### config.mk
export PLATFORM = sky130hd
export DESIGN_NAME = mecanum_wheel_command_mixer_core_flat
export DESIGN_NICKNAME = d
export VERILOG_FILES = /design/src/rtl/mwcm_pkg.sv /design/src/rtl/mwcm_if.sv /design/src/rtl/mwcm_div.sv /design/src/rtl/mecanum_wheel_command_mixer_core.sv /design/src/flat_wrapper.sv
export SDC_FILE = /design/constraint.sdc
export NUM_CORES = 1
export LEC_CHECK = 0
export BUFFER_PORTS_ARGS = -buffer_cell sky130_fd_sc_hd__buf_2
export CAP_MARGIN = 20
export CORE_UTILIZATION = 59
export CTS_CLUSTER_DIAMETER = 30
export DETAILED_ROUTE_END_ITERATION = 12
export PLACE_DENSITY = 0.79
export SYNTH_ARGS = -nofsm -noshare
export SYNTH_HDL_FRONTEND = slang
export SYNTH_SLANG_ARGS = --single-unit
### constraint.sdc
create_clock -name clk_i -period 7.2 [get_ports clk_i]
set_input_delay 1.08 -clock clk_i [delete_from_list [all_inputs] [get_ports clk_i]]
set_output_delay 1.08 -clock clk_i [all_outputs]
set_load 0.005 [all_outputs]
### src/rtl/mwcm_pkg.sv
// mwcm_pkg: shared constants, types, sine table generator and microprogram
// for the mecanum wheel command mixer. no dependencies.
package mwcm_pkg;

  // field widths
  localparam int unsigned OP_W       = 2;
  localparam int unsigned HEAD_W     = 9;
  localparam int unsigned SPEED_W    = 7;
  localparam int unsigned PULSE_W    = 11;
  localparam int unsigned WHEELS     = 4;
  localparam int unsigned WHEEL_W    = 2;

  // command codes
  localparam logic [OP_W-1:0] OP_STOP = 2'd0;
  localparam logic [OP_W-1:0] OP_MOVE = 2'd1;
  localparam logic [OP_W-1:0] OP_TURN = 2'd2;

  // servo and motion constants
  localparam int unsigned PULSE_MID    = 1500;
  localparam int unsigned PULSE_LOW    = 1000;
  localparam int unsigned PULSE_HIGH   = 2000;
  localparam int unsigned MOVE_GAIN    = 5;
  localparam int unsigned SPEED_FULL   = 100;
  localparam int unsigned MOVE_MAX     = MOVE_GAIN * SPEED_FULL;
  localparam int unsigned QUARTER_TURN = 90;
  localparam int unsigned HALF_TURN    = 180;
  localparam int unsigned FULL_TURN    = 360;

  // datapath sizing
  localparam int unsigned SINE_FRAC_BITS_DEFAULT = 15;
  localparam int unsigned SINE_DEPTH   = QUARTER_TURN + 1;
  localparam int unsigned SINE_IDX_W   = 7;
  localparam int unsigned GAIN_W       = 9;   // holds 5 * 100
  localparam int unsigned DIST_W       = 10;  // holds 1000
  localparam int unsigned QUOT_W       = 10;  // divider quotient bits

  // turn step divide by 100 as a reciprocal multiply:
  // exact floor for products up to 1000 * 100
  localparam int unsigned TURN_W       = 17;
  localparam int unsigned RECIP_W      = 18;
  localparam int unsigned RECIP_SHIFT  = 24;
  localparam int unsigned TURN_RECIP   = (1 << RECIP_SHIFT) / SPEED_FULL + 1;

  // sine table generation constants
  localparam longint unsigned PI_Q30 = 64'd3373259426;
  localparam int unsigned     Q30_BITS = 30;

  // microprogram addressing
  localparam int unsigned UPC_W = 4;
  localparam logic [UPC_W-1:0] A_IDLE   = 4'd0;
  localparam logic [UPC_W-1:0] A_DISP   = 4'd1;
  localparam logic [UPC_W-1:0] A_STOP   = 4'd2;
  localparam logic [UPC_W-1:0] A_ANGLE  = 4'd3;
  localparam logic [UPC_W-1:0] A_SINE   = 4'd4;
  localparam logic [UPC_W-1:0] A_MUL    = 4'd5;
  localparam logic [UPC_W-1:0] A_DSTART = 4'd6;
  localparam logic [UPC_W-1:0] A_DWAIT  = 4'd7;
  localparam logic [UPC_W-1:0] A_WB     = 4'd8;
  localparam logic [UPC_W-1:0] A_DONE   = 4'd9;

  // datapath operation of one step
  typedef enum logic [3:0] {
    U_NONE,
    U_LATCH,
    U_DISPATCH,
    U_STOP,
    U_ANGLE,
    U_SINE,
    U_MUL,
    U_DSTART,
    U_WB,
    U_EMIT
  } uop_e;

  // sequencing of one step
  typedef enum logic [2:0] {
    J_NEXT,   // fall through
    J_GOTO,   // unconditional jump
    J_LOOP,   // jump while wheel counter not at last wheel
    J_BUSY,   // jump while divider busy
    J_IN,     // hold until a command transfer
    J_OUT,    // jump once the result register is free
    J_OP      // multiway branch on command code
  } jump_e;

  typedef struct packed {
    uop_e             uop;
    jump_e            jump;
    logic [UPC_W-1:0] target;
  } uword_t;

  // divider status
  typedef struct packed {
    logic busy;
    logic rem_nz;
  } div_sts_t;

  // control store
  function automatic uword_t ucode(input logic [UPC_W-1:0] addr);
    uword_t w;
    case (addr)
      A_IDLE:   w = '{uop: U_LATCH,    jump: J_IN,   target: A_IDLE};
      A_DISP:   w = '{uop: U_DISPATCH, jump: J_OP,   target: A_IDLE};
      A_STOP:   w = '{uop: U_STOP,     jump: J_GOTO, target: A_DONE};
      A_ANGLE:  w = '{uop: U_ANGLE,    jump: J_NEXT, target: A_IDLE};
      A_SINE:   w = '{uop: U_SINE,     jump: J_LOOP, target: A_ANGLE};
      A_MUL:    w = '{uop: U_MUL,      jump: J_NEXT, target: A_IDLE};
      A_DSTART: w = '{uop: U_DSTART,   jump: J_NEXT, target: A_IDLE};
      A_DWAIT:  w = '{uop: U_NONE,     jump: J_BUSY, target: A_DWAIT};
      A_WB:     w = '{uop: U_WB,       jump: J_LOOP, target: A_MUL};
      A_DONE:   w = '{uop: U_EMIT,     jump: J_OUT,  target: A_IDLE};
      default:  w = '{uop: U_NONE,     jump: J_GOTO, target: A_IDLE};
    endcase
    return w;
  endfunction

  // mounting angle of each wheel, added to the heading
  function automatic logic [HEAD_W-1:0] wheel_offset(input logic [WHEEL_W-1:0] w);
    logic [HEAD_W-1:0] r;
    case (w)
      2'd0:    r = 9'd45;
      2'd1:    r = 9'd315;
      2'd2:    r = 9'd135;
      default: r = 9'd225;
    endcase
    return r;
  endfunction

  // sine table entry for d in 0..90 degrees, evaluated at elaboration only:
  // taylor series through x^17 in q30, rounded half up to frac bits
  function automatic longint unsigned sine_entry(input int unsigned d,
                                                 input int unsigned frac);
    longint unsigned x;
    longint unsigned x2;
    longint unsigned s;
    longint unsigned term;
    int unsigned     sh;
    x    = (longint'(d) * PI_Q30) / HALF_TURN;
    x2   = (x * x) >> Q30_BITS;
    sh   = Q30_BITS - frac;
    // alternating terms, each step divides by (2k)(2k+1)
    term = ((x * x2) >> Q30_BITS) / 64'd6;
    s    = x - term;
    term = ((term * x2) >> Q30_BITS) / 64'd20;
    s    = s + term;
    term = ((term * x2) >> Q30_BITS) / 64'd42;
    s    = s - term;
    term = ((term * x2) >> Q30_BITS) / 64'd72;
    s    = s + term;
    term = ((term * x2) >> Q30_BITS) / 64'd110;
    s    = s - term;
    term = ((term * x2) >> Q30_BITS) / 64'd156;
    s    = s + term;
    term = ((term * x2) >> Q30_BITS) / 64'd210;
    s    = s - term;
    term = ((term * x2) >> Q30_BITS) / 64'd272;
    s    = s + term;
    return (s + (64'd1 << (sh - 1))) >> sh;
  endfunction

endpackage

### src/rtl/mwcm_if.sv
// mwcm_cmd_if and mwcm_pulse_if: valid/ready channels for drive commands
// and wheel pulse results. depends on mwcm_pkg.
interface mwcm_cmd_if import mwcm_pkg::*; ();
  logic                 valid;
  logic                 ready;
  logic [OP_W-1:0]      op;
  logic [HEAD_W-1:0]    heading_deg;
  logic [SPEED_W-1:0]   speed_pct;
  logic                 turn_left;

  modport source (output valid, op, heading_deg, speed_pct, turn_left, input ready);
  modport sink   (input valid, op, heading_deg, speed_pct, turn_left, output ready);
endinterface

interface mwcm_pulse_if import mwcm_pkg::*; ();
  logic                 valid;
  logic                 ready;
  logic [PULSE_W-1:0]   front_left_us;
  logic [PULSE_W-1:0]   front_right_us;
  logic [PULSE_W-1:0]   back_left_us;
  logic [PULSE_W-1:0]   back_right_us;

  modport source (output valid, front_left_us, front_right_us, back_left_us,
                  back_right_us, input ready);
  modport sink   (input valid, front_left_us, front_right_us, back_left_us,
                  back_right_us, output ready);
endinterface

### src/rtl/mwcm_div.sv
// mwcm_div: restoring unsigned divider, one quotient bit per cycle.
// depends on mwcm_pkg; dividend must be below divisor * 2^QW.
module mwcm_div import mwcm_pkg::*; #(
  parameter int unsigned DVD_W = SINE_FRAC_BITS_DEFAULT + GAIN_W,
  parameter int unsigned DVS_W = SINE_FRAC_BITS_DEFAULT + 1,
  parameter int unsigned QW    = QUOT_W
) (
  input  logic             clk_i,
  input  logic             rst_ni,
  input  logic             start_i,
  input  logic [DVD_W-1:0] dividend_i,
  input  logic [DVS_W-1:0] divisor_i,
  output logic [QW-1:0]    quotient_o,
  output div_sts_t         sts_o
);

  localparam int unsigned CNT_W = $clog2(QW + 1);

  logic [CNT_W-1:0] cnt_q, cnt_d;
  logic [DVS_W-1:0] rem_q, rem_d;
  logic [DVS_W-1:0] dvs_q, dvs_d;
  logic [QW-1:0]    lo_q, lo_d;
  logic [DVS_W:0]   trial;
  logic [DVS_W:0]   diff;
  logic             ge;

  // one trial subtract per cycle, quotient bits shift in behind the dividend
  assign trial = {rem_q, lo_q[QW-1]};
  assign diff  = trial - {1'b0, dvs_q};
  assign ge    = (trial >= {1'b0, dvs_q});

  always_comb begin
    cnt_d = cnt_q;
    rem_d = rem_q;
    dvs_d = dvs_q;
    lo_d  = lo_q;
    if (start_i) begin
      cnt_d = CNT_W'(QW);
      rem_d = DVS_W'(dividend_i[DVD_W-1:QW]);
      lo_d  = dividend_i[QW-1:0];
      dvs_d = divisor_i;
    end else if (cnt_q != '0) begin
      cnt_d = cnt_q - 1'b1;
      rem_d = ge ? diff[DVS_W-1:0] : trial[DVS_W-1:0];
      lo_d  = {lo_q[QW-2:0], ge};
    end
  end

  // counter under reset, operands are payload
  always_ff @(posedge clk_i or negedge rst_ni) begin
    if (!rst_ni) begin
      cnt_q <= '0;
    end else begin
      cnt_q <= cnt_d;
    end
  end

  always_ff @(posedge clk_i) begin
    rem_q <= rem_d;
    dvs_q <= dvs_d;
    lo_q  <= lo_d;
  end

  assign quotient_o   = lo_q;
  assign sts_o.busy   = (cnt_q != '0);
  assign sts_o.rem_nz = (rem_q != '0);

endmodule

### src/rtl/mecanum_wheel_command_mixer_core.sv
// mecanum_wheel_command_mixer_core: microcoded drive command mixer holding four
// wheel servo pulses. depends on mwcm_pkg, mwcm_if and mwcm_div.
//
//   port     dir  kind         carries
//   cmd_i    in   valid/ready  op, heading_deg, speed_pct, turn_left
//   pulse_o  out  valid/ready  front_left_us, front_right_us, back_left_us,
//                              back_right_us
//
// one command at a time. move runs the shared 10-step divider once per
// wheel, turn divides by 100 with a reciprocal multiply. reset puts all
// pulses at 1500.
// a result waits in its own register, so the next command is taken while the
// previous result stalls; the sequencer only holds at its final step when that
// register is still full.
module mecanum_wheel_command_mixer_core import mwcm_pkg::*; #(
  parameter int unsigned SINE_FRAC_BITS = SINE_FRAC_BITS_DEFAULT
) (
  input  logic         clk_i,
  input  logic         rst_ni,
  mwcm_cmd_if.sink     cmd_i,
  mwcm_pulse_if.source pulse_o
);

  localparam int unsigned SW    = SINE_FRAC_BITS + 1;   // table magnitude
  localparam int unsigned VW    = SINE_FRAC_BITS + 2;   // signed wheel factor
  localparam int unsigned MW    = GAIN_W + 1;           // signed multiplier b side
  localparam int unsigned PW    = VW + MW;              // product
  localparam int unsigned DVD_W = SINE_FRAC_BITS + GAIN_W;
  localparam int unsigned RPW   = TURN_W + RECIP_W;     // reciprocal product

  // sine table, quarter wave
  logic [SW-1:0] sine_rom [SINE_DEPTH];

  for (genvar g = 0; g < SINE_DEPTH; g++) begin : g_rom
    localparam logic [SW-1:0] Val = SW'(sine_entry(g, SINE_FRAC_BITS));
    assign sine_rom[g] = Val;
  end

  // sequencer and datapath registers
  logic [UPC_W-1:0]      upc_q, upc_d;
  logic [WHEEL_W-1:0]    w_q, w_d;
  logic [OP_W-1:0]       op_q, op_d;
  logic [HEAD_W-1:0]     hmod_q, hmod_d;
  logic [SPEED_W-1:0]    spd_q, spd_d;
  logic                  left_q, left_d;
  logic [HEAD_W-1:0]     theta_q, theta_d;
  logic signed [VW-1:0]  v_q [WHEELS];
  logic signed [VW-1:0]  v_d [WHEELS];
  logic [SW-1:0]         mag_q, mag_d;
  logic signed [PW-1:0]  prod_q, prod_d;
  logic                  neg_q, neg_d;
  logic [QUOT_W-1:0]     tq_q, tq_d;
  logic [PULSE_W-1:0]    pulse_q [WHEELS];
  logic [PULSE_W-1:0]    pulse_d [WHEELS];
  logic [PULSE_W-1:0]    out_q [WHEELS];
  logic [PULSE_W-1:0]    out_d [WHEELS];
  logic                  out_valid_q, out_valid_d;

  uword_t                cw;
  logic                  cmd_fire;
  logic                  out_fire;
  logic                  emit;
  logic                  is_move;

  // divider hookup
  logic                  div_start;
  logic [DVD_W-1:0]      div_dvd;
  logic [SW-1:0]         div_dvs;
  logic [QUOT_W-1:0]     div_quot;
  div_sts_t              div_sts;

  // combinational helpers
  logic [HEAD_W-1:0]     hmod_n;
  logic [SPEED_W-1:0]    spd_n;
  logic [HEAD_W:0]       asum;
  logic [HEAD_W-1:0]     theta_n;
  logic [1:0]            quad;
  logic [HEAD_W-1:0]     rem9;
  logic [SINE_IDX_W-1:0] rr;
  logic [SINE_IDX_W-1:0] ridx;
  logic [SW-1:0]         sval;
  logic signed [VW-1:0]  vs;
  logic [DIST_W-1:0]     span;
  logic [GAIN_W-1:0]     gain;
  logic signed [VW-1:0]  mul_a;
  logic signed [MW-1:0]  mul_b;
  logic signed [PW-1:0]  mul_p;
  logic                  prod_neg;
  logic signed [PW-1:0]  prod_abs;
  logic [TURN_W-1:0]     tx;
  logic [RPW-1:0]        recip_p;
  logic [TURN_W-1:0]     tback;
  logic                  wb_rnz;
  logic [PULSE_W-1:0]    wb_base;
  logic [PULSE_W-1:0]    wb_q_ext;
  logic                  wb_sub;
  logic [PULSE_W-1:0]    wb_val;

  assign cw       = ucode(upc_q);
  assign cmd_fire = cmd_i.valid && cmd_i.ready;
  assign out_fire = pulse_o.valid && pulse_o.ready;
  assign is_move  = (op_q == OP_MOVE);

  assign cmd_i.ready = (upc_q == A_IDLE);

  // command field cleanup: heading wrap and speed clamp
  assign hmod_n = (cmd_i.heading_deg >= HEAD_W'(FULL_TURN)) ?
                  cmd_i.heading_deg - HEAD_W'(FULL_TURN) : cmd_i.heading_deg;
  assign spd_n  = (cmd_i.speed_pct > SPEED_W'(SPEED_FULL)) ?
                  SPEED_W'(SPEED_FULL) : cmd_i.speed_pct;

  // wheel angle, wrapped into one turn
  assign asum    = (HEAD_W + 1)'(hmod_q) + (HEAD_W + 1)'(wheel_offset(w_q));
  assign theta_n = (asum >= (HEAD_W + 1)'(FULL_TURN)) ?
                   HEAD_W'(asum - (HEAD_W + 1)'(FULL_TURN)) : asum[HEAD_W-1:0];

  // quadrant folding and table lookup
  always_comb begin
    if (theta_q < HEAD_W'(QUARTER_TURN)) begin
      quad = 2'd0;
      rem9 = theta_q;
    end else if (theta_q < HEAD_W'(HALF_TURN)) begin
      quad = 2'd1;
      rem9 = theta_q - HEAD_W'(QUARTER_TURN);
    end else if (theta_q < HEAD_W'(HALF_TURN + QUARTER_TURN)) begin
      quad = 2'd2;
      rem9 = theta_q - HEAD_W'(HALF_TURN);
    end else begin
      quad = 2'd3;
      rem9 = theta_q - HEAD_W'(HALF_TURN + QUARTER_TURN);
    end
  end

  assign rr   = rem9[SINE_IDX_W-1:0];
  assign ridx = quad[0] ? SINE_IDX_W'(QUARTER_TURN) - rr : rr;
  assign sval = sine_rom[ridx];
  assign vs   = quad[1] ? -signed'(VW'(sval)) : signed'(VW'(sval));

  // shared multiplier: wheel factor times gain, or distance times speed
  assign span  = left_q ? DIST_W'(pulse_q[w_q] - PULSE_W'(PULSE_LOW))
                        : DIST_W'(PULSE_W'(PULSE_HIGH) - pulse_q[w_q]);
  assign gain  = GAIN_W'(spd_q) * GAIN_W'(MOVE_GAIN);
  assign mul_a = is_move ? v_q[w_q] : signed'(VW'(span));
  assign mul_b = is_move ? signed'({1'b0, gain}) : signed'(MW'(spd_q));
  assign mul_p = mul_a * mul_b;

  // divider operands from the registered product
  assign prod_neg = prod_q[PW-1];
  assign prod_abs = prod_neg ? -prod_q : prod_q;
  assign div_dvd  = prod_abs[DVD_W-1:0];
  assign div_dvs  = (mag_q == '0) ? SW'(1) : mag_q;

  // turn step: divide by 100 through the reciprocal, remainder by multiply back
  assign tx      = prod_abs[TURN_W-1:0];
  assign recip_p = RPW'(tx) * RPW'(TURN_RECIP);
  assign tback   = TURN_W'(tq_q) * TURN_W'(SPEED_FULL);

  // writeback: floor for move and right turn, ceiling step for left turn
  assign wb_base  = is_move ? PULSE_W'(PULSE_MID) : pulse_q[w_q];
  assign wb_sub   = is_move ? neg_q : left_q;
  assign wb_q_ext = is_move ? PULSE_W'(div_quot) : PULSE_W'(tq_q);
  assign wb_rnz   = is_move ? div_sts.rem_nz : (tx != tback);
  assign wb_val   = wb_sub ? wb_base - wb_q_ext - PULSE_W'(wb_rnz)
                           : wb_base + wb_q_ext;

  // sequencer next address and datapath update
  always_comb begin
    upc_d       = upc_q;
    w_d         = w_q;
    op_d        = op_q;
    hmod_d      = hmod_q;
    spd_d       = spd_q;
    left_d      = left_q;
    theta_d     = theta_q;
    v_d         = v_q;
    mag_d       = mag_q;
    prod_d      = prod_q;
    neg_d       = neg_q;
    tq_d        = tq_q;
    pulse_d     = pulse_q;
    out_d       = out_q;
    out_valid_d = out_valid_q && !out_fire;
    div_start   = 1'b0;
    emit        = 1'b0;

    // step sequencing
    case (cw.jump)
      J_NEXT: upc_d = upc_q + 1'b1;
      J_GOTO: upc_d = cw.target;
      J_LOOP: begin
        if (w_q != WHEEL_W'(WHEELS - 1)) begin
          w_d   = w_q + 1'b1;
          upc_d = cw.target;
        end else begin
          w_d   = '0;
          upc_d = upc_q + 1'b1;
        end
      end
      J_BUSY: upc_d = div_sts.busy ? cw.target : upc_q + 1'b1;
      J_IN:   upc_d = cmd_fire ? upc_q + 1'b1 : upc_q;
      J_OUT: begin
        if (!out_valid_q || pulse_o.ready) begin
          emit  = 1'b1;
          upc_d = cw.target;
        end
      end
      J_OP: begin
        case (op_q)
          OP_STOP: upc_d = A_STOP;
          OP_MOVE: upc_d = A_ANGLE;
          OP_TURN: upc_d = A_MUL;
          default: upc_d = A_DONE;
        endcase
      end
      default: upc_d = A_IDLE;
    endcase

    // datapath operation
    case (cw.uop)
      U_LATCH: begin
        if (cmd_fire) begin
          op_d   = cmd_i.op;
          hmod_d = hmod_n;
          spd_d  = spd_n;
          left_d = cmd_i.turn_left;
        end
      end
      U_DISPATCH: begin
        mag_d = '0;
        w_d   = '0;
      end
      U_STOP: begin
        for (int i = 0; i < WHEELS; i++) pulse_d[i] = PULSE_W'(PULSE_MID);
      end
      U_ANGLE: theta_d = theta_n;
      U_SINE: begin
        v_d[w_q] = vs;
        if (sval > mag_q) mag_d = sval;
      end
      U_MUL:    prod_d = mul_p;
      U_DSTART: begin
        div_start = is_move;
        neg_d     = prod_neg;
        tq_d      = recip_p[RECIP_SHIFT +: QUOT_W];
      end
      U_WB:     pulse_d[w_q] = wb_val;
      U_EMIT: begin
        if (emit) begin
          out_d       = pulse_q;
          out_valid_d = 1'b1;
        end
      end
      default: ;
    endcase
  end

  // control state and wheel pulses under reset
  always_ff @(posedge clk_i or negedge rst_ni) begin
    if (!rst_ni) begin
      upc_q       <= A_IDLE;
      w_q         <= '0;
      out_valid_q <= 1'b0;
      for (int i = 0; i < WHEELS; i++) pulse_q[i] <= PULSE_W'(PULSE_MID);
    end else begin
      upc_q       <= upc_d;
      w_q         <= w_d;
      out_valid_q <= out_valid_d;
      pulse_q     <= pulse_d;
    end
  end

  // payload registers
  always_ff @(posedge clk_i) begin
    op_q    <= op_d;
    hmod_q  <= hmod_d;
    spd_q   <= spd_d;
    left_q  <= left_d;
    theta_q <= theta_d;
    v_q     <= v_d;
    mag_q   <= mag_d;
    prod_q  <= prod_d;
    neg_q   <= neg_d;
    tq_q    <= tq_d;
    out_q   <= out_d;
  end

  // shared divider
  mwcm_div #(
    .DVD_W (DVD_W),
    .DVS_W (SW),
    .QW    (QUOT_W)
  ) u_div (
    .clk_i      (clk_i),
    .rst_ni     (rst_ni),
    .start_i    (div_start),
    .dividend_i (div_dvd),
    .divisor_i  (div_dvs),
    .quotient_o (div_quot),
    .sts_o      (div_sts)
  );

  // result channel
  assign pulse_o.valid          = out_valid_q;
  assign pulse_o.front_left_us  = out_q[0];
  assign pulse_o.front_right_us = out_q[1];
  assign pulse_o.back_left_us   = out_q[2];
  assign pulse_o.back_right_us  = out_q[3];

  // stored pulses never leave the servo range
  a_pulse_range: assert property (@(posedge clk_i) disable iff (!rst_ni)
    (pulse_q[0] >= PULSE_W'(PULSE_LOW)) && (pulse_q[0] <= PULSE_W'(PULSE_HIGH)) &&
    (pulse_q[1] >= PULSE_W'(PULSE_LOW)) && (pulse_q[1] <= PULSE_W'(PULSE_HIGH)) &&
    (pulse_q[2] >= PULSE_W'(PULSE_LOW)) && (pulse_q[2] <= PULSE_W'(PULSE_HIGH)) &&
    (pulse_q[3] >= PULSE_W'(PULSE_LOW)) && (pulse_q[3] <= PULSE_W'(PULSE_HIGH)))
    else $error("wheel pulse out of range");

  // divider is never restarted mid-run
  a_div_start_idle: assert property (@(posedge clk_i) disable iff (!rst_ni)
    div_start |-> !div_sts.busy)
    else $error("divider started while busy");

  // on a move the wait step always sees a running divider right after a start
  a_div_runs: assert property (@(posedge clk_i) disable iff (!rst_ni)
    ((upc_q == A_DSTART) && is_move) |=> (div_sts.busy && (upc_q == A_DWAIT)))
    else $error("divider not running after start");

  // move scaling never exceeds full gain
  a_move_quot: assert property (@(posedge clk_i) disable iff (!rst_ni)
    ((upc_q == A_WB) && is_move) |-> (div_quot <= QUOT_W'(MOVE_MAX)))
    else $error("move quotient above full scale");

endmodule
### src/flat_wrapper.sv
// flat-port wrapper written by rule: the top's interface ports become plain ports
module mecanum_wheel_command_mixer_core_flat import mwcm_pkg::*;
#(
  parameter int unsigned SINE_FRAC_BITS = SINE_FRAC_BITS_DEFAULT
)
  (clk_i, rst_ni, cmd_i_valid, cmd_i_op, cmd_i_heading_deg, cmd_i_speed_pct, cmd_i_turn_left, cmd_i_ready, pulse_o_valid, pulse_o_front_left_us, pulse_o_front_right_us, pulse_o_back_left_us, pulse_o_back_right_us, pulse_o_ready);
  mwcm_cmd_if cmd_i_i ();
  mwcm_pulse_if pulse_o_i ();
  input  logic clk_i;
  input  logic rst_ni;
  input wire logic [$bits(cmd_i_i.valid)-1:0] cmd_i_valid;
  input wire logic [$bits(cmd_i_i.op)-1:0] cmd_i_op;
  input wire logic [$bits(cmd_i_i.heading_deg)-1:0] cmd_i_heading_deg;
  input wire logic [$bits(cmd_i_i.speed_pct)-1:0] cmd_i_speed_pct;
  input wire logic [$bits(cmd_i_i.turn_left)-1:0] cmd_i_turn_left;
  output wire logic [$bits(cmd_i_i.ready)-1:0] cmd_i_ready;
  output wire logic [$bits(pulse_o_i.valid)-1:0] pulse_o_valid;
  output wire logic [$bits(pulse_o_i.front_left_us)-1:0] pulse_o_front_left_us;
  output wire logic [$bits(pulse_o_i.front_right_us)-1:0] pulse_o_front_right_us;
  output wire logic [$bits(pulse_o_i.back_left_us)-1:0] pulse_o_back_left_us;
  output wire logic [$bits(pulse_o_i.back_right_us)-1:0] pulse_o_back_right_us;
  input wire logic [$bits(pulse_o_i.ready)-1:0] pulse_o_ready;
  assign cmd_i_i.valid = cmd_i_valid;
  assign cmd_i_i.op = cmd_i_op;
  assign cmd_i_i.heading_deg = cmd_i_heading_deg;
  assign cmd_i_i.speed_pct = cmd_i_speed_pct;
  assign cmd_i_i.turn_left = cmd_i_turn_left;
  assign cmd_i_ready = cmd_i_i.ready;
  assign pulse_o_valid = pulse_o_i.valid;
  assign pulse_o_front_left_us = pulse_o_i.front_left_us;
  assign pulse_o_front_right_us = pulse_o_i.front_right_us;
  assign pulse_o_back_left_us = pulse_o_i.back_left_us;
  assign pulse_o_back_right_us = pulse_o_i.back_right_us;
  assign pulse_o_i.ready = pulse_o_ready;
  mecanum_wheel_command_mixer_core #(.SINE_FRAC_BITS(SINE_FRAC_BITS)) u_core (.clk_i(clk_i), .rst_ni(rst_ni), .cmd_i(cmd_i_i), .pulse_o(pulse_o_i));
endmodule
==> flow_results.xml, run 1 <==
<?xml version="1.0" encoding="UTF-8"?>
<metrics>
  <group name="outcome">
    <metric name="run_status" unit="">finished with violations</metric>
    <metric name="failed_checks" unit="">negative setup slack</metric>
  </group>
  <group name="synth">
    <metric name="synth.net_count" unit="">3642</metric>
    <metric name="yosys.cell_types.count" unit="">109</metric>
    <metric name="postSynth.topFlopCell" unit="">edfxtp_1</metric>
    <metric name="syn_area_per_cell" unit="um^2">9.86</metric>
    <metric name="synthesis.instances" unit="">3034</metric>
    <metric name="synth.cells.most_frequent" unit="">inv_1, ha_1, fa_1, nand2_1, edfxtp_1</metric>
    <metric name="yosys-top-cells-area" unit="">edfxtp_1, fa_1, ha_1, inv_1, xnor2_1</metric>
    <metric name="seq_area_frac_synth" unit="%">28.1</metric>
    <metric name="synth.cell_area" unit="um^2">29900</metric>
    <metric name="post_synth_arst_share" unit="%">19.0</metric>
    <metric name="yosys_warnings" unit="">0</metric>
    <metric name="synth_largest_area_cell" unit="">edfxtp_1</metric>
    <metric name="netlist.area_leader.share" unit="%">23.3</metric>
    <metric name="synth.ff_latch_count" unit="">289</metric>
    <metric name="synth-edff-count" unit="">232</metric>
    <metric name="synth.most_common_cell" unit="">inv_1</metric>
  </group>
  <group name="sta">
    <metric name="finalCriticalPeriod" unit="ns">7.48</metric>
    <metric name="timing.fmax" unit="MHz">134</metric>
    <metric name="clock-skew-final" unit="ns">0.0937</metric>
    <metric name="slew_headroom" unit="%">26.0</metric>
    <metric name="worst-slew-pin-transition" unit="ns">1.10</metric>
    <metric name="min_period_over_period" unit="%">104</metric>
    <metric name="fin_ws" unit="ns">-0.283</metric>
    <metric name="final.hold.worst_slack" unit="ns">0.434</metric>
    <metric name="grt_setup_unrepaired" unit="">true</metric>
    <metric name="drv_slew" unit="">0</metric>
    <metric name="timing_hold_violations_final" unit="">0</metric>
    <metric name="finalSetupViolCount" unit="">10</metric>
  </group>
  <group name="worst_hold_path">
    <metric name="min-delay-path-class" unit="">reg -&gt; reg</metric>
  </group>
  <group name="finish">
    <metric name="antenna_cells" unit="">0</metric>
    <metric name="post-route-cell-area" unit="um^2">35000</metric>
    <metric name="finalNetCount" unit="">3870</metric>
    <metric name="instances_no_fill" unit="">3978</metric>
    <metric name="final_layout_size_suffix_gt1_share" unit="%">19.5</metric>
    <metric name="areaGrowthSynthToFinish" unit="%">17.0</metric>
  </group>
  <group name="placement">
    <metric name="dpl-instance-area" unit="um^2">32100</metric>
    <metric name="number_of_instances_in_the_placed_design" unit="">3830</metric>
    <metric name="pre_cts_slack" unit="ns">-0.305</metric>
    <metric name="io_buffer_count" unit="">68</metric>
    <metric name="globalplace.congestion" unit="">0.970</metric>
    <metric name="detailedPlacementHpwl" unit="um">61900</metric>
  </group>
  <group name="detailed_routing">
    <metric name="detailedRoute.firstPassIterationCount" unit="">6</metric>
    <metric name="via_per_inst" unit="">6.12</metric>
    <metric name="drt-wirelength-per-cell" unit="um">21.3</metric>
    <metric name="total_via_count_after_detailed_routing" unit="">24300</metric>
    <metric name="detail_route.iter0.violations" unit="">2202</metric>
    <metric name="routed_wirelength" unit="um">84600</metric>
    <metric name="drc_errors" unit="">0</metric>
    <metric name="final_antenna_net_count" unit="">0</metric>
  </group>
  <group name="floorplan">
    <metric name="total_number_of_placement_rows" unit="">82</metric>
    <metric name="num_io_pins" unit="">69</metric>
    <metric name="core_area" unit="um^2">50100</metric>
    <metric name="initial_utilization" unit="%">59.8</metric>
    <metric name="die_area" unit="um^2">51600</metric>
    <metric name="die-width" unit="um">227</metric>
    <metric name="die_h" unit="um">227</metric>
  </group>
  <group name="clock_network">
    <metric name="cts-buffers-inserted" unit="">54</metric>
    <metric name="number_of_sinks_on_the_clock_net" unit="">289</metric>
    <metric name="clk_path_buf_depth" unit="">3</metric>
    <metric name="cts.reportedPaths.clkPinSlew" unit="ns">0.05</metric>
    <metric name="htree_num_levels" unit="">2</metric>
    <metric name="cts.root.buffer_cell" unit="">clkbuf_16</metric>
    <metric name="clkLatencyLatePin" unit="ns">0.65</metric>
    <metric name="tritoncts" unit="">yes</metric>
  </group>
  <group name="worst_setup_path">
    <metric name="top_fanout_value_on_the_critical_path" unit="">3</metric>
    <metric name="crit_path_end_kind" unit="">flop</metric>
    <metric name="cp-start-kind" unit="">flop</metric>
    <metric name="cp_data_required_time" unit="ns">7.57</metric>
    <metric name="critical_path_arrival" unit="ns">7.85</metric>
    <metric name="setup.worst_path.class" unit="">reg -&gt; reg</metric>
  </group>
  <group name="global_routing">
    <metric name="grt_pass1_wl" unit="um">130000</metric>
    <metric name="grt_start_max_net_pins" unit="">56</metric>
    <metric name="track_usage" unit="%">32.2</metric>
    <metric name="grt_antenna_before_repair" unit="">0</metric>
    <metric name="grt_overflow_total" unit="">0</metric>
    <metric name="vias_in_the_first_global_route" unit="">24900</metric>
  </group>
  <group name="run">
    <metric name="max-cap-violations" unit="">0</metric>
  </group>
</metrics>
==> placed cells by master (no fill, tap or decap), drive strengths merged, types with 11 or more instances in the layout <==
cell / Yosys / layout
buf: 33 / 286
clkbuf: 81 / 59
dfstp: 28 / 28
xor2: 41 / 41
o21ai: 177 / 177
clkinv: 2 / 25
mux2i: 26 / 26
edfxtp: 232 / 232
or3: 19 / 19
nand4: 18 / 18
o221ai: 13 / 13
a31oi: 29 / 29
a211oi: 26 / 26
mux4: 27 / 27
or4: 11 / 11
and2: 36 / 36
nand3: 59 / 59
o21bai: 22 / 22
nand2: 236 / 236
nor2b: 24 / 24
or2: 21 / 21
fa: 250 / 250
xnor2: 111 / 111
nor3: 53 / 53
dfrtp: 27 / 27
a21oi: 137 / 137
and3: 29 / 29
ha: 335 / 335
nor2: 180 / 180
a21o: 39 / 39
inv: 489 / 495
o31ai: 19 / 19
o211ai: 15 / 15
nor4: 25 / 25
nand2b: 25 / 25
==> path summary, 6_finish.rpt <==
check | endpoint | startpoint | depth (start not counted) | slack, ns
min reg2reg | u_core.u_div.dvs_q[3]$_SDFFCE_PN0P_ | u_core.mag_q[3]$_SDFFCE_PN0P_ | 0 | 0.43
max in group asynchronous | u_core.upc_q[1]$_DFFE_PN0P_ | rst_ni | 2 | 6.08
min in group asynchronous | u_core.pulse_o.valid$_DFF_PN0_ | rst_ni | 2 | 0.56
min | u_core.u_div.dvs_q[3]$_SDFFCE_PN0P_ | u_core.mag_q[3]$_SDFFCE_PN0P_ | 0 | 0.43
max | u_core.tq_q[6]$_DFFE_PN_ | u_core.prod_q[6]$_DFFE_PN_ | 25 | -0.28
max reg2reg | u_core.tq_q[6]$_DFFE_PN_ | u_core.prod_q[6]$_DFFE_PN_ | 25 | -0.28
==> cells by family after synthesis <==
logic type | count (synthesis) | share of synthesized area (%)
AO/OA/AOI/OAI | 594 | 13.3
multiplexers | 55 | 2.98
buffers and inverters | 605 | 7.84
AND/OR/NAND/NOR | 748 | 12.3
adder cells (fa/ha/maj) | 588 | 30.8
flip-flops | 289 | 28.1
XOR/XNOR | 155 | 4.68
==> flip-flops by register name, summed over array words and instances, names as in the netlist, 11 cells and up <==
signal and count:
u_core.pulse_o.front_right_us 11, u_core.pulse_o.back_right_us 11, u_core.pulse_q 44, u_core.pulse_o.back_left_us 11, u_core.v_q 68, u_core.mag_q 16
u_core.prod_q 25, u_core.pulse_o.front_left_us 11, u_core.u_div.rem_q 16, u_core.u_div.dvs_q 16
==> per-stage QoR <==
step / util [%] / TNS [ns]
CTS: 68.3 / -0.866
global placement: 64.0 / -0.354
detailed placement: 64.0 / -2.27
floorplan: - / -0.00252
finish: 69.9 / -1.51
global route: 69.9 / -4.83
==> critical path, cell delays in order (launching register included) <==
cell      delay [ns]
edfxtp_1        0.39
or4_4           0.57
or3_4           0.40
or4_4           0.46
o21ai_4         0.22
xnor2_4         0.10
buf_4           0.16
ha_4            0.27
inv_2           0.04
fa_1            0.46
fa_1            0.51
inv_1           0.06
fa_1            0.54
inv_1           0.05
fa_1            0.47
fa_1            0.54
inv_1           0.06
ha_4            0.21
a2111o_1        0.38
a2111o_1        0.42
nand3_2         0.16
a31oi_4         0.10
buf_4           0.16
a21o_1          0.21
a21oi_2         0.19
xnor2_1         0.09
==> timing repair <==
| item | 4_1_cts | 5_1_grt |
|---|---|---|
| hold endpoints to repair | 0 | 0 |
| setup endpoints to repair | 14 | 42 |
| pin swaps | 26 | 88 |
| resized for setup | 35 | 114 |
| hold buffers | 0 | 0 |
| setup buffers | 15 | 34 |
==> layer usage <==
| layer | track usage, % | part of all wire [%] |
|---|---|---|
| met5 | 0 | 0 |
| met1 | 40.1 | 39 |
| met4 | 14.8 | 5.0 |
| met3 | 4.80 | 7.2 |
| met2 | 55.4 | 49 |
==> final cells by class <==
cell class                      count  area (um^2)
Clock buffer                       59         1380
Timing Repair Buffer              286         2070
Inverter                          491         1840
Fill cell                        3506        15100
Sequential cell                   289         8420
Multi-Input combinational cell   2140        20000
Tap cell                          672          841
Clock inverter                     41          494
Power of run 1 is left out: the tool's default activity adds up to more than one toggle a clock period on the data nets, which glitch-free logic cannot reach.
==> run 2: changes to the inputs <==
- SETUP_SLACK_MARGIN: not set -> 0.15
==> run 2 against run 1 <==
  * The run still ends with negative setup slack left
  * Flip-flop and latch count is the same
  * Routed wire length grew 0.38%
  * Non-clock buffer count grew 6
  * Cell area grew 0.60%
  * Critical path depth grew 5
  * Clock skew shrank 0.012 ns
  * Count of clock-buffer cells in the layout grew 9
  * Global-route usage grew 0.27 points
  * Highest routed layer is now met5
==> flow_results.xml, run 2 (synthesis gave the netlist of run 1 again) <==
<?xml version="1.0" encoding="UTF-8"?>
<metrics>
  <group name="worst_setup_path">
    <metric name="crit_slowest_cell" unit="">fa_1</metric>
    <metric name="critical_path_arrival" unit="ns">7.78</metric>
    <metric name="cp_top_family" unit="">adder cells</metric>
    <metric name="cp-start-kind" unit="">flop</metric>
    <metric name="setup.worst_path.class" unit="">reg -&gt; reg</metric>
    <metric name="max_stage_delay" unit="ns">0.59</metric>
    <metric name="cp_data_required_time" unit="ns">7.56</metric>
    <metric name="crit_path_end_kind" unit="">flop</metric>
    <metric name="worstPathBufferInverterCount" unit="">8</metric>
    <metric name="top_fanout_value_on_the_critical_path" unit="">4</metric>
  </group>
  <group name="outcome">
    <metric name="failed_checks" unit="">negative setup slack</metric>
    <metric name="run_status" unit="">finished with violations</metric>
  </group>
  <group name="sta">
    <metric name="finalCriticalPeriod" unit="ns">7.42</metric>
    <metric name="slew_headroom" unit="%">30.6</metric>
    <metric name="min_period_over_period" unit="%">103</metric>
    <metric name="worst-slew-pin-transition" unit="ns">1.04</metric>
    <metric name="final.hold.worst_slack" unit="ns">0.437</metric>
    <metric name="drv_slew" unit="">0</metric>
    <metric name="timing.fmax" unit="MHz">135</metric>
    <metric name="fin_tns_setup" unit="ns">-1.52</metric>
    <metric name="fin_ws" unit="ns">-0.223</metric>
    <metric name="finalSetupViolCount" unit="">12</metric>
    <metric name="clock-skew-final" unit="ns">0.0813</metric>
    <metric name="grt_setup_unrepaired" unit="">true</metric>
    <metric name="timing_hold_violations_final" unit="">0</metric>
  </group>
  <group name="placement">
    <metric name="detailedPlacementHpwl" unit="um">61900</metric>
    <metric name="dpl-instance-area" unit="um^2">32100</metric>
    <metric name="globalplace.congestion" unit="">0.957</metric>
    <metric name="io_buffer_count" unit="">68</metric>
  </group>
  <group name="floorplan">
    <metric name="initial_utilization" unit="%">59.8</metric>
    <metric name="die-width" unit="um">227</metric>
    <metric name="die_h" unit="um">227</metric>
    <metric name="die_area" unit="um^2">51600</metric>
    <metric name="total_number_of_placement_rows" unit="">82</metric>
    <metric name="core_area" unit="um^2">50100</metric>
    <metric name="num_io_pins" unit="">69</metric>
  </group>
  <group name="finish">
    <metric name="post-route-cell-area" unit="um^2">35200</metric>
    <metric name="top_register" unit="">u_core.v_q</metric>
    <metric name="antenna_cells" unit="">0</metric>
    <metric name="final_layout_size_suffix_gt1_share" unit="%">19.7</metric>
    <metric name="areaGrowthSynthToFinish" unit="%">17.7</metric>
    <metric name="final_util" unit="%">70.4</metric>
    <metric name="finalNetCount" unit="">3879</metric>
    <metric name="largest_reg_flops" unit="">68</metric>
    <metric name="largestRegisters" unit="">u_core.v_q (68), u_core.pulse_q (44), u_core.prod_q (25)</metric>
    <metric name="layout.cells.most_common" unit="">inv_1</metric>
    <metric name="layout.cells.most_common_list" unit="">inv_1, ha_1, fa_1</metric>
  </group>
  <group name="global_routing">
    <metric name="grt_antenna_before_repair" unit="">1</metric>
    <metric name="grt_start_max_net_pins" unit="">56</metric>
    <metric name="vias_in_the_first_global_route" unit="">25000</metric>
    <metric name="track_usage" unit="%">32.5</metric>
    <metric name="grt_pass1_wl" unit="um">131000</metric>
    <metric name="grt_overflow_total" unit="">0</metric>
  </group>
  <group name="clock_network">
    <metric name="cts_hold_buffers" unit="">0</metric>
    <metric name="number_of_sinks_on_the_clock_net" unit="">289</metric>
    <metric name="cts.reportedPaths.clkPinSlew" unit="ns">0.05</metric>
    <metric name="cts.root.buffer_cell" unit="">clkbuf_16</metric>
    <metric name="clkLatencyLatePin" unit="ns">0.65</metric>
    <metric name="htree_num_levels" unit="">2</metric>
    <metric name="clk_path_buf_depth" unit="">3</metric>
    <metric name="tritoncts" unit="">yes</metric>
    <metric name="cts-buffers-inserted" unit="">57</metric>
  </group>
  <group name="detailed_routing">
    <metric name="drt-wirelength-per-cell" unit="um">21.3</metric>
    <metric name="drc_errors" unit="">0</metric>
    <metric name="final_antenna_net_count" unit="">0</metric>
    <metric name="detailedRoute.firstPassIterationCount" unit="">6</metric>
    <metric name="total_via_count_after_detailed_routing" unit="">24600</metric>
    <metric name="via_per_inst" unit="">6.17</metric>
    <metric name="routed_wirelength" unit="um">84900</metric>
    <metric name="detail_route.iter0.violations" unit="">2504</metric>
  </group>
  <group name="worst_hold_path">
    <metric name="min-delay-path-class" unit="">reg -&gt; reg</metric>
  </group>
  <group name="run">
    <metric name="max-cap-violations" unit="">0</metric>
  </group>
</metrics>
-- run 2: changes by cell type in the layout (fill, tap and decap cells not counted), sizes merged --
cell / previous run / this run
inv: 495 / 497
clkinv: 25 / 19
clkbuf: 59 / 69
buf: 286 / 291
clkinvlp: 6 / 7
-- run 2: final cells by class --
class / count / area, um^2
fill: 3468 / 14800
tap: 672 / 841
multi-input combinational: 2140 / 20000
sequential: 289 / 8420
inverter: 491 / 1840
clock buffer: 68 / 1500
clock inverter: 38 / 479
timing repair buffer: 292 / 2140
-- run 2: path summary, 6_finish.rpt --
path / slack [ns] / start / endpoint / depth (start not counted)
max in group asynchronous: 6.09 / rst_ni / u_core.upc_q[1]$_DFFE_PN0P_ / 2
min in group asynchronous: 0.58 / rst_ni / u_core.pulse_o.valid$_DFF_PN0_ / 2
worst max-delay path: -0.22 / u_core.prod_q[8]$_DFFE_PN_ / u_core.tq_q[6]$_DFFE_PN_ / 30
worst min-delay path: 0.44 / u_core.mag_q[1]$_SDFFCE_PN0P_ / u_core.u_div.dvs_q[1]$_SDFFCE_PN0P_ / 0
worst max register to register: -0.22 / u_core.prod_q[8]$_DFFE_PN_ / u_core.tq_q[6]$_DFFE_PN_ / 30
worst min register to register: 0.44 / u_core.mag_q[1]$_SDFFCE_PN0P_ / u_core.u_div.dvs_q[1]$_SDFFCE_PN0P_ / 0
-- run 2: timing repair --
item	4_1_cts	5_1_grt
pin swaps	57	68
resized for setup	81	73
setup buffers	25	27
endpoints found under the setup margin	21	44
-- run 2: metal layers --
metal | wire length, um | global-route usage, % | vias up
met2 | 41900 | 55.4 | 1258
met4 | 4510 | 15.6 | 2
met3 | 6060 | 4.61 | 323
met1 | 32400 | 40.7 | 12100
li1 | - | - | 10900
met5 | 13 | 0 | -
-- run 2: per-stage QoR --
step | worst slack [ns] | std cells
after global placement | -0.124 | 3829
after detailed placement | -0.288 | 3829
after CTS | -0.188 | 3960
after floorplan | -0.00195 | 3034
after global routing | -0.501 | 3990
final | -0.223 | 3990
Power of run 2 is left out for the same reason.
